## config.mk

```make
export PLATFORM = sky130hd
export DESIGN_NAME = scd_mix
export DESIGN_NICKNAME = d
export VERILOG_FILES = /design/src/rtl/scd_pkg.sv /design/src/rtl/scd_mix.sv
export SDC_FILE = /design/constraint.sdc
export NUM_CORES = 2
export LEC_CHECK = 0
export ABC_AREA = 1
export ABC_CLOCK_PERIOD_IN_PS = 10830
export BUFFER_PORTS_ARGS = -buffer_cell sky130_fd_sc_hd__buf_2
export CORE_MARGIN = 10
export CORE_UTILIZATION = 38
export CTS_BUF_LIST = sky130_fd_sc_hd__clkbuf_4 sky130_fd_sc_hd__clkbuf_8
export CTS_CLUSTER_DIAMETER = 80
export DETAILED_ROUTE_END_ITERATION = 10
export RECOVER_POWER = 25
export SKIP_LAST_GASP = 1
export SLEW_MARGIN = 15
export SYNTH_ARGS = -nofsm -noshare
export SYNTH_HDL_FRONTEND = slang
export SYNTH_SLANG_ARGS = --single-unit
```

## constraint.sdc

```tcl
create_clock -name clk -period 10.83 [get_ports clk]
set_clock_uncertainty 0.05 [all_clocks]
set_input_delay 0.5415 -clock clk [delete_from_list [all_inputs] [get_ports clk]]
set_output_delay 0.5415 -clock clk [all_outputs]
set_load 0.005 [all_outputs]
```

## src/rtl/scd_pkg.sv

```systemverilog
// scd_pkg: shared constants, types and the quarter-wave sine table of the stereo chorus delay.
// Used by every module of the block. Depends on nothing.
package scd_pkg;

	localparam int LINE_DEPTH  = 4096;
	localparam int ADDR_W      = $clog2(LINE_DEPTH);
	localparam int LEN_W       = ADDR_W + 1;
	localparam int SAMPLE_W    = 16;
	localparam int SINE_POINTS = 1024;
	localparam int SINE_AW     = $clog2(SINE_POINTS);
	localparam int QTR_AW      = SINE_AW - 2;
	localparam int QTR_PTS     = SINE_POINTS / 4;
	localparam int PHASE_W     = 32;
	localparam int DLY_W       = 20;
	localparam int FRAC_W      = 8;
	localparam int MIX_W       = 16;
	localparam int WID_W       = 15;
	localparam int CFG_IDX_W   = 3;
	localparam int CFG_DATA_W  = 32;

	localparam logic [LEN_W-1:0] LEN_MIN   = LEN_W'(4);
	localparam logic [LEN_W-1:0] LEN_MAX   = LEN_W'(LINE_DEPTH);
	localparam logic [MIX_W-1:0] MIX_FULL  = MIX_W'(32768);
	localparam logic [WID_W-1:0] WIDTH_MAX = WID_W'(24576);

	localparam logic [PHASE_W-1:0] RST_PHASE_STEP = 32'd53687;
	localparam logic [DLY_W-1:0]   RST_CENTER     = 20'd147456;
	localparam logic [DLY_W-1:0]   RST_SWEEP      = 20'd33178;
	localparam logic [MIX_W-1:0]   RST_MIX        = 16'd13107;
	localparam logic [WID_W-1:0]   RST_WIDTH      = 15'd19661;
	localparam logic [LEN_W-1:0]   RST_LEN        = 13'd2404;
	localparam logic [PHASE_W-1:0] RST_R_PHASE    = 32'h4000_0000;

	localparam logic [63:0] HALF_PI_Q30 = 64'd1686629713;

	typedef logic signed [SAMPLE_W-1:0] sample_t;

	typedef enum logic [CFG_IDX_W-1:0] {
		CFG_PHASE_STEP = 3'd0,
		CFG_CENTER     = 3'd1,
		CFG_SWEEP      = 3'd2,
		CFG_MIX        = 3'd3,
		CFG_WIDTH      = 3'd4,
		CFG_LENGTH     = 3'd5,
		CFG_STEREO     = 3'd6
	} cfg_idx_t;

	typedef enum logic [1:0] {
		LN_IDLE, LN_MUL, LN_SUB, LN_DIV
	} lane_front_t;

	typedef enum logic [3:0] {
		LS_IDLE, LS_MUL, LS_SUB, LS_DST, LS_DIV, LS_RDA, LS_RDB, LS_INT
	} lane_state_t;

	typedef enum logic [2:0] {
		ST_CLEAR, ST_IDLE, ST_LANE, ST_MIX, ST_OUT
	} top_state_t;

	typedef struct packed {
		logic                en;
		logic [ADDR_W-1:0]   addr;
		logic [SAMPLE_W-1:0] data;
	} line_wr_t;

	typedef struct packed {
		logic [LEN_W-1:0] len;
		logic [DLY_W-1:0] center;
		logic [DLY_W-1:0] sweep;
	} lane_cfg_t;

	typedef logic [15:0] qtr_rom_t [0:QTR_PTS];

	// sin over the first quarter, Q30 taylor series to x^11, rounded to Q15
	function automatic logic [15:0] sine_qtr(int j);
		logic [63:0] u;
		logic [63:0] x;
		logic [63:0] term;
		longint      s;
		longint      r;
		u    = 64'(j) << (30 - QTR_AW);
		x    = (u * HALF_PI_Q30) >> 30;
		term = x;
		s    = longint'(x);
		term = ((((term * x) >> 30) * x) >> 30) / 6;
		s    = s - longint'(term);
		term = ((((term * x) >> 30) * x) >> 30) / 20;
		s    = s + longint'(term);
		term = ((((term * x) >> 30) * x) >> 30) / 42;
		s    = s - longint'(term);
		term = ((((term * x) >> 30) * x) >> 30) / 72;
		s    = s + longint'(term);
		term = ((((term * x) >> 30) * x) >> 30) / 110;
		s    = s - longint'(term);
		if (s < 0) s = 0;
		r = (s + 16384) >>> 15;
		if (r > 32767) r = 32767;
		return r[15:0];
	endfunction

	function automatic qtr_rom_t build_qtr();
		qtr_rom_t t;
		for (int j = 0; j <= QTR_PTS; j++) t[j] = sine_qtr(j);
		return t;
	endfunction

	localparam qtr_rom_t SINE_QTR = build_qtr();

	function automatic sample_t sat_sample(logic signed [23:0] v);
		if (v > 24'sd32767) return sample_t'(16'sh7FFF);
		if (v < -24'sd32768) return sample_t'(16'sh8000);
		return v[SAMPLE_W-1:0];
	endfunction

endpackage

```

## src/rtl/scd_mix.sv

```systemverilog
// scd_mix: merging stage: mid/side widening of the two wet taps, then dry/wet mix
// with saturation. Four pipeline stages. Depends on scd_pkg.
module scd_mix (
	input  logic                      clk,
	input  logic                      arst_n,
	input  logic                      start,
	input  scd_pkg::sample_t          wet_l,
	input  scd_pkg::sample_t          wet_r,
	input  scd_pkg::sample_t          dry_l,
	input  scd_pkg::sample_t          dry_r,
	input  logic [scd_pkg::WID_W-1:0] width,
	input  logic [scd_pkg::MIX_W-1:0] mix,
	input  logic                      stereo,
	output logic                      done,
	output scd_pkg::sample_t          out_l,
	output scd_pkg::sample_t          out_r
);
	import scd_pkg::*;

	logic v_s1, v_s2, v_s3, v_s4;

	logic signed [16:0] mid_s1;
	logic signed [32:0] side_s1;
	logic signed [33:0] dryp_l_s1, dryp_r_s1;
	logic signed [19:0] wet_l_s2, wet_r_s2;
	logic signed [33:0] dryp_l_s2, dryp_r_s2;
	logic signed [37:0] wetp_l_s3, wetp_r_s3;
	logic signed [33:0] dryp_l_s3, dryp_r_s3;
	sample_t            out_l_s4, out_r_s4;

	logic [MIX_W:0]     dmix;
	logic signed [34:0] mid_w;
	logic signed [34:0] sum_l, sum_r;
	logic signed [38:0] tot_l, tot_r;

	always_comb begin
		dmix  = 17'd32768 - {1'b0, mix};
		mid_w = 35'(mid_s1) <<< 14;
		sum_l = mid_w + 35'(side_s1) + 35'sd16384;
		sum_r = mid_w - 35'(side_s1) + 35'sd16384;
		tot_l = 39'(wetp_l_s3) + 39'(dryp_l_s3) + 39'sd16384;
		tot_r = 39'(wetp_r_s3) + 39'(dryp_r_s3) + 39'sd16384;
	end

	always_ff @(posedge clk or negedge arst_n) begin
		if (!arst_n) begin
			v_s1 <= 1'b0;
			v_s2 <= 1'b0;
			v_s3 <= 1'b0;
			v_s4 <= 1'b0;
		end else begin
			v_s1 <= start;
			v_s2 <= v_s1;
			v_s3 <= v_s2;
			v_s4 <= v_s3;
		end
	end

	always_ff @(posedge clk) begin
		if (start) begin
			mid_s1    <= 17'(wet_l) + 17'(wet_r);
			side_s1   <= (17'(wet_l) - 17'(wet_r)) * $signed({1'b0, width});
			dryp_l_s1 <= dry_l * $signed({1'b0, dmix});
			dryp_r_s1 <= dry_r * $signed({1'b0, dmix});
		end
		if (v_s1) begin
			wet_l_s2  <= sum_l[34:15];
			wet_r_s2  <= sum_r[34:15];
			dryp_l_s2 <= dryp_l_s1;
			dryp_r_s2 <= dryp_r_s1;
		end
		if (v_s2) begin
			wetp_l_s3 <= wet_l_s2 * $signed({1'b0, mix, 1'b0}) >>> 1;
			wetp_r_s3 <= wet_r_s2 * $signed({1'b0, mix, 1'b0}) >>> 1;
			dryp_l_s3 <= dryp_l_s2;
			dryp_r_s3 <= dryp_r_s2;
		end
		if (v_s3) begin
			out_l_s4 <= sat_sample(tot_l[38:15]);
			out_r_s4 <= stereo ? sat_sample(tot_r[38:15]) : sample_t'(0);
		end
	end

	assign done  = v_s4;
	assign out_l = out_l_s4;
	assign out_r = out_r_s4;

endmodule

```

==> impl_metrics.json <==
{
  "hold_depth": 3,
  "antenna_found_initial": 11,
  "grt_pass1_vias": 59200,
  "setup_ws_ps": 1550,
  "place_congestion": 0.933,
  "clk_pin_slew_ps": 50,
  "drv_slew": 163,
  "netlist_instances": 8684,
  "seqCellArea_mm2": 0.0121,
  "grtUsageMet2_pct": 30.5,
  "max_slew_margin_pct": -102,
  "layout-drive-gt1-share_pct": 4.56,
  "use_met3_pct": 2.84,
  "crit_family": "adder cells",
  "routed_wl_um": 203000,
  "maxCapViolCount": 4,
  "endpoint_kind": "flop",
  "synth_warnings": 0,
  "synth_area_mm2": 0.0748,
  "drcViolationCount": 0,
  "required_ps": 11280,
  "pin_count": 132,
  "tightest_slew_ps": 3030,
  "fmax_mhz": 108,
  "start_util_pct": 38.3,
  "crit_top_cell": "fa_1",
  "synth_cell_type_count": 61,
  "ant_nets": 0,
  "die_w_um": 464,
  "synth_area_per_cell_um2": 8.61,
  "status": "complete, but fails checks",
  "path_class": "input port to flop",
  "cts_tree": "built",
  "worstSetupStartpointType": "input port",
  "htree_num_levels": 3,
  "overflow": 0,
  "drt-vias-per-instance": 4.89,
  "fp.dieArea_mm2": 0.215,
  "drt_iter0_markers": 3523,
  "clk_latency_ps": 760,
  "violations": "capacitance limit, slew limit",
  "min_period_ps": 9280,
  "drt-pass1-iter-count": 5,
  "finalSetupTns_ps": 0,
  "rsz0062_at_grt": "no",
  "synth_seq_cells": 404,
  "critical_path_arrival_ps": 9730,
  "finalHoldViolCount": 0,
  "final_util_pct": 40.7,
  "cts_setup_buffers": 0,
  "core_area_mm2": 0.195,
  "r2r_setup_slack_ps": 3990,
  "r2r-end": "wetp_l_s3[34]$_DFFE_PP_",
  "rr_startpoint": "wet_l_s2[19]$_DFFE_PP_",
  "num_vias": 55400,
  "min_from": "stereo",
  "fill_cells": 19500,
  "reg2reg_depth": 19,
  "areaGrowthSynthToFinish_pct": 6.19,
  "holdCritPathClass": "input port to flop",
  "finalSetupViolations": 0,
  "cts_sinks": 404,
  "grt_busiest_layer": "met2",
  "dp_hpwl_um": 168000,
  "cp_max_fo": 38,
  "grt_pass1_wl_um": 329000,
  "layout.nets": 10800,
  "wl_per_cell_um": 18.0,
  "dieHeight_um": 464,
  "track_usage_pct": 19.0,
  "slowest_delay_ps": 1890,
  "multi_input_area_mm2": 0.0529,
  "clockBufferDepth": 3,
  "root_buffer": "clkbuf_8",
  "row_count": 162,
  "grt_max_degree": 75,
  "hold_path_end": "out_r[15]$_SDFFCE_PN0P_",
  "path_buf_inv": 6,
  "synth_fp_nets": 10900,
  "numCtsBuffers": 74,
  "portBuffers": 131,
  "yosysSeqAreaShare_pct": 16.2,
  "use_met1_pct": 26.7,
  "pre_cts_ws_ps": 2090,
  "cpMaxStageDelayCell": "clkbuf_1",
  "min_period_over_period_pct": 85.7
}
-- cells in the final DEF, fill, tap and decap left out, types with 154 or more instances in the layout --
master / Yosys / layout
inv_1: 2243 / 2243
nand2_1: 1800 / 1800
fa_1: 1313 / 1313
ha_1: 772 / 772
nor2_1: 547 / 547
edfxtp_1: 400 / 400
a21oi_1: 350 / 350
xor2_1: 181 / 181
nand3_1: 158 / 158
o21ai_0: 154 / 154
-- tightest hold or removal path, stage by stage --
cell and delay [ps]:
buf_2 110, nand2_1 60, a21oi_1 40
-- worst max path at each step --
stage                       from                       to  cells past startpoint
after floorplan           mix[1]  dryp_l_s1[32]$_DFFE_PP_                     39
after global placement    mix[3]  dryp_l_s1[32]$_DFFE_PP_                     26
after detailed placement  mix[0]  dryp_l_s1[30]$_DFFE_PP_                     36
after CTS                 mix[0]  dryp_l_s1[30]$_DFFE_PP_                     36
after global routing      mix[0]  dryp_l_s1[30]$_DFFE_PP_                     26
final                     mix[0]  dryp_l_s1[30]$_DFFE_PP_                     26
-- routing by layer --
layer | vias up | wire length, µm
met4 | 4 | 6270
met2 | 1749 | 91900
li1 | 25800 | -
met1 | 27600 | 92600
met5 | - | 27
met3 | 341 | 12700
-- cell type report --
| cell class | instances | share of cell area, % |
|---|---|---|
| multi-input cells | 5722 | 66.6 |
| repair buffers | 172 | 1.20 |
| diodes | 6 | 0.0189 |
| well taps | 2624 | 4.14 |
| flip-flops and latches | 404 | 15.3 |
| clock inverters | 44 | 0.610 |
| inverters | 2274 | 10.8 |
| clock buffers | 84 | 1.38 |
-- synth_stat cells (all sizes together) --
library cell / instances / area share [%]
a211oi: 5 / 0.050
a21boi: 20 / 0.20
a21o: 25 / 0.25
a21oi: 350 / 2.3
a221oi: 1 / 0.012
a22oi: 1 / 0.010
a31oi: 24 / 0.20
and2: 3 / 0.025
and3: 2 / 0.017
and3b: 1 / 0.012
buf: 35 / 0.37
clkbuf: 249 / 1.3
clkinv: 12 / 0.060
dfrtp: 4 / 0.13
edfxtp: 400 / 16
fa: 1313 / 35
ha: 772 / 13
inv: 2262 / 11
nand2: 1850 / 9.5
nand3: 159 / 1.1
nand3b: 5 / 0.050
nand4: 36 / 0.32
nor2: 552 / 2.8
nor3: 48 / 0.36
nor4: 21 / 0.19
o2111ai: 3 / 0.035
o211a: 1 / 0.013
o211ai: 13 / 0.14
o21a: 13 / 0.13
o21ai: 162 / 1.1
o21bai: 18 / 0.18
o221ai: 4 / 0.047
o22ai: 1 / 0.0084
o31ai: 8 / 0.080
o41ai: 1 / 0.012
or2: 31 / 0.27
or3: 1 / 0.015
xnor2: 97 / 1.1
xor2: 181 / 2.1
-- through the flow --
stage	instances	cell area, µm²	hold WS [ps]
2_1_floorplan	8684	74800	196
3_3_place_gp	11200	77800	339
3_5_place_dp	11200	77800	338
4_1_cts	11300	79400	26.2
5_1_grt	11300	79400	74.1
6_report	11300	79400	128
-- timing repair --
item,CTS,global route
resized for setup,0,0
hold buffers,1,0
endpoints found under the hold margin,4,0
-- cells by family after synthesis --
family / Yosys count / share of synthesized area, %
XOR/XNOR: 278 / 3.26
flip-flops: 404 / 16.2
buffers and inverters: 2558 / 13.0
adder cells (fa/ha/maj): 2085 / 48.1
AO/OA/AOI/OAI: 650 / 4.82
AND/OR/NAND/NOR: 2709 / 14.6
-- sequential cells by signal, summed over array words and instances (netlist names) --
| register | cells |
|---|---|
| v_s3 | 1 |
| wetp_l_s3 | 37 |
| dryp_l_s2 | 34 |
| side_s1 | 33 |
| mid_s1 | 17 |
| dryp_r_s1 | 34 |
| done | 1 |
| dryp_l_s1 | 34 |
| wet_r_s2 | 20 |
| wetp_r_s3 | 37 |
| v_s1 | 1 |
| dryp_r_s3 | 34 |
| dryp_l_s3 | 34 |
| out_r | 16 |
| dryp_r_s2 | 34 |
| wet_l_s2 | 20 |
| out_l | 16 |
| v_s2 | 1 |
Power is left out: the tool's default activity adds up to more than one toggle a clock period on the data nets, which glitch-free logic cannot reach.
